## config.mk

```make
export PLATFORM = sky130hd
export DESIGN_NAME = tme_ctrl
export DESIGN_NICKNAME = d
export VERILOG_FILES = /design/src/hw/rtl/tme_pkg.sv /design/src/hw/rtl/tme_ctrl.sv
export SDC_FILE = /design/constraint.sdc
export NUM_CORES = 1
export LEC_CHECK = 0
export ABC_AREA = 0
export ABC_CLOCK_PERIOD_IN_PS = 1100
export BUFFER_PORTS_ARGS = -buffer_cell sky130_fd_sc_hd__buf_4
export CAP_MARGIN = 15
export CORE_AREA = 2 2 39 41
export DETAILED_ROUTE_END_ITERATION = 16
export DIE_AREA = 0 0 41 43
export PLACE_DENSITY = 0.44
export SYNTH_ARGS = -nofsm -noshare
export SYNTH_HDL_FRONTEND = slang
export SYNTH_SLANG_ARGS = --single-unit
```

## constraint.sdc

```tcl
create_clock -name clk_i -period 1.1 [get_ports clk_i]
set_input_delay 0.165 -clock clk_i [delete_from_list [all_inputs] [get_ports clk_i]]
set_output_delay 0.165 -clock clk_i [all_outputs]
set_load 0.03 [all_outputs]
```

## src/hw/rtl/tme_pkg.sv

```systemverilog
// ----------------------------------------------------------------------------
// tme_pkg: shared types and constants of the ternary matrix-vector engine
// Function codes, default sizes and the controller/datapath command struct.
// ----------------------------------------------------------------------------
`default_nettype none
package tme_pkg;
  localparam int unsigned MaxRowsDef = 64;
  localparam int unsigned MaxColsDef = 256;
  localparam int unsigned WordBits   = 64;
  localparam logic [15:0] ScaleOne   = 16'd4096;

  localparam logic [2:0] FuncWrWeight = 3'd0;
  localparam logic [2:0] FuncRdWeight = 3'd1;
  localparam logic [2:0] FuncWrScale  = 3'd2;
  localparam logic [2:0] FuncWrVector = 3'd3;
  localparam logic [2:0] FuncCompute  = 3'd4;

  localparam logic CfgRows = 1'b0;
  localparam logic CfgCols = 1'b1;

  typedef struct packed {
    logic start;     // latch the request, launch its operation
    logic acc_en;    // accumulate the current column
    logic mul_en;    // form the scaled product
    logic fin_en;    // round, saturate, load the result register
  } tme_cmd_t;

  typedef struct packed {
    logic last_col;  // current column is the last in use
    logic clr_busy;  // storage clearing pass after reset still running
  } tme_sts_t;
endpackage
`default_nettype wire

```

## src/hw/rtl/tme_ctrl.sv

```systemverilog
// ----------------------------------------------------------------------------
// tme_ctrl: request sequencer
// Accepts one request at a time and steps compute row over the columns.
// ----------------------------------------------------------------------------
`default_nettype none
module tme_ctrl (
  input  wire logic         clk_i,
  input  wire logic         rst_ni,
  input  wire logic         req_valid_i,
  input  wire logic [2:0]   req_func_i,
  input  wire logic         row_ok_i,
  input  wire logic         res_busy_i,
  input  tme_pkg::tme_sts_t sts_i,
  output logic              req_ready_o,
  output tme_pkg::tme_cmd_t cmd_o
);
  typedef enum logic [2:0] {StIdle, StRead, StAcc, StMul, StFin} state_e;
  state_e state_q, state_d;
  logic fire;

  assign req_ready_o = (state_q == StIdle) && !res_busy_i && !sts_i.clr_busy;
  assign fire = req_valid_i && req_ready_o;

  always_comb begin
    state_d = state_q;
    cmd_o = '0;
    cmd_o.start = fire;
    unique case (state_q)
      StIdle: begin
        if (fire) begin
          if (req_func_i == tme_pkg::FuncCompute && row_ok_i) state_d = StAcc;
          else if (req_func_i == tme_pkg::FuncRdWeight) state_d = StRead;
        end
      end
      StRead: begin
        // hold off requests until the read answer is loaded
        state_d = StIdle;
      end
      StAcc: begin
        cmd_o.acc_en = 1'b1;
        if (sts_i.last_col) state_d = StMul;
      end
      StMul: begin
        cmd_o.mul_en = 1'b1;
        state_d = StFin;
      end
      StFin: begin
        cmd_o.fin_en = 1'b1;
        state_d = StIdle;
      end
      default: state_d = StIdle;
    endcase
  end

  always_ff @(posedge clk_i or negedge rst_ni) begin
    if (!rst_ni) begin
      state_q <= StIdle;
    end else begin
      state_q <= state_d;
    end
  end
endmodule
`default_nettype wire

```

==> reports/results.ini <==
[setup_path]
r2r_end = state_q[1]$_DFFE_PN0P_
endpoint = cmd_o[3]
r2r_setup_slack_ps = -30
crit_type = reg -> out
cp_top_family = simple AND/OR/NAND/NOR gates
worstSetupStartpoint = state_q[1]$_DFFE_PN0P_
cp-start-kind = register
critPathRequiredTime_ps = 940
path_depth = 4
slowest_delay_ps = 390
critPathArrivalTime_ps = 1270
slowest_stage = dfrtp_1
critPathMaxFanout = 3
crit_chain = nor2_4 > nor4b_4 > and2_1 > buf_6
end_kind = output port
timing.rr.start = state_q[2]$_DFFE_PN0P_
path_buf_inv = 1
worst-r2r-cell-count = 4

[outcome]
outcome = finished with violations
failed_checks = setup timing

[run]
maxCapViolCount = 0

[synthesis]
synth_area_leader_cell = dfrtp_1
netlist_area_um2 = 203.9
synth_nets = 29
ys_seq_area_share_pct = 36.81
synth_top_area_share_pct = 36.81
yosys_warnings = 0
syn_area_per_cell_um2 = 10.73
netlist_instances = 19
ys_ff_latch = 3
synth_area_leaders = dfrtp_1 37%, nor4b_4 12%, and3b_2 9.8%
netlist-cell-type-count = 15

[layout]
final_util_pct = 32.01
drive_above_1_share_pct = 71.43
layout.nets = 53
areaGrowthSynthToFinish_pct = 117.2
top_regs = state_q (3)
top_register = state_q
n_antenna_cell = 0
largest_reg_flops = 3

[route]
drc = 0
dr_total_vias = 230
firstDrtPassIters = 4
via_per_inst = 3.966
drt_iter0_drc = 8
wl_um = 623
antenna_left = 0
wire_per_inst_um = 10.74

[pwr]
p_per_area_nw_per_um2 = 1384
vdd_ir_drop_max_v = 0.0005790
p_total_uw = 613.2
power.leakage_uw = 0.0002117

[grt]
grt.total_usage_pct = 8.560
grt_antenna_before_repair = 0
grt_pass1_wl_um = 959
grt_pass1_vias = 248
grt_max_degree = 5
grt_overflow = 0

[sta]
rsz0062_at_grt = yes
period_share_pct = 130.8
setup_violations = 7
slew_headroom_pct = 85.65
drv_slew = 0
hold_violations = 0
fmax_mhz = 694.9
timing.hold.ws_ps = 158.2
period_needed_ps = 1439
fin_ws_ps = -339.0
worst_pin_slew_ps = 214.4
fin_skew_ps = 0.7127

[clocking]
cts.sinks = 3
cts_tree = done
numCtsBuffers = 3
ctsRootBufferMaster = clkbuf_4
clockBufferDepth = 2
clk_pin_slew_worst_paths_ps = 40
insertion_delay_ps = 230
h-tree-depth = 1

[placed_design]
portBuffers = 14
place_ws_ps = -115.9
place_congestion = 0.5935
hpwl_um = 471.9

[die]
die_y_um = 43
initial_utilization_pct = 14.74
dieArea_um2 = 1763
rows = 14
dieWidth_um = 41
fp.coreArea_um2 = 1384
boundaryPins = 15

[hold_path]
hold_class = in -> reg

synth_stat cells:
library cell,n
buf_4,1
nor3b_2,1
nand3b_1,1
nand2_1,2
o21ai_1,1
nor2_1,1
dfrtp_1,3
o21bai_1,1
nor4b_4,1
and3b_2,2
nor2_2,1
and2_2,1
and2_1,1
nor3_1,1
nand4b_1,1
report_power, final:
group	internal [uW]	switching [uW]	total, uW
logic	155	122	277
clock network	136	55.3	191
registers	128	17.2	145
total	419	194	613
logic make-up after synthesis:
kind of cell	after synthesis	synth area share, %
flip-flops	3	36.81
AO/OA/AOI/OAI	2	6.134
buffers and inverters	1	3.682
AND/OR/NAND/NOR	13	53.38
cell type report:
type / count / area (um2)
clock buffer: 4 / 26.28
tap: 16 / 20.02
multi-input combinational: 15 / 145.1
sequential: 3 / 76.32
fill: 144 / 940.9
timing repair buffer: 20 / 175.2
worst min-delay path: cells and delay by family:
family,cells,cell delay (ps)
simple gates,1,40
buf+inv,1,80
compound gates,1,60
repair_timing:
action | in CTS | in global routing
hold buffers | 1 | 0
pin swaps | 4 | 6
setup endpoints to repair | 7 | 7
setup buffers | 1 | 0
endpoints found under the hold margin | 3 | 0
gates resized for setup | 6 | 6
stage by stage:
stage	cells	setup TNS [ps]	area [um2]
3_3_place_gp	52	-186.3	351.6
6_report	58	-1192	442.9
3_5_place_dp	52	-314.4	351.6
5_1_grt	58	-1583	442.9
4_1_cts	58	-1483	420.4
2_1_floorplan	19	-605.2	207.7
worst min-delay path by stage:
stage	startpoint	endpoint	cells past startpoint
2_1_floorplan	rst_ni	state_q[0]$_DFFE_PN0P_	0
3_5_place_dp	rst_ni	state_q[1]$_DFFE_PN0P_	1
6_report	sts_i[1]	state_q[0]$_DFFE_PN0P_	3
4_1_cts	sts_i[1]	state_q[0]$_DFFE_PN0P_	3
3_3_place_gp	rst_ni	state_q[0]$_DFFE_PN0P_	1
5_1_grt	sts_i[1]	state_q[0]$_DFFE_PN0P_	3
metal layers:
layer / track usage (%) / up-vias / part of all wire (%)
li1: - / 113 / -
met1: 9.091 / 102 / 38
met2: 12.81 / 15 / 49
met3: 2.094 / 0 / 13
met4: 8.000 / 0 / 0
met5: 0 / - / 0
cell usage in the layout, fill, tap and decap left out:
master and count:
nor3_4 1, nor4b_4 1, and3b_2 2, nor3b_4 1, dfrtp_2 1, nor2_4 1
buf_4 13, dlygate4sd3_1 1, nor2_1 1, o21bai_1 1, nand4b_1 1, clkbuf_1 1
nand3b_1 1, nand2_1 2, clkbuf_4 3, buf_6 6, and2_1 1, and2_4 1
o21ai_1 1, dfrtp_1 2
Note: power is estimated with default switching activity, not from simulation.
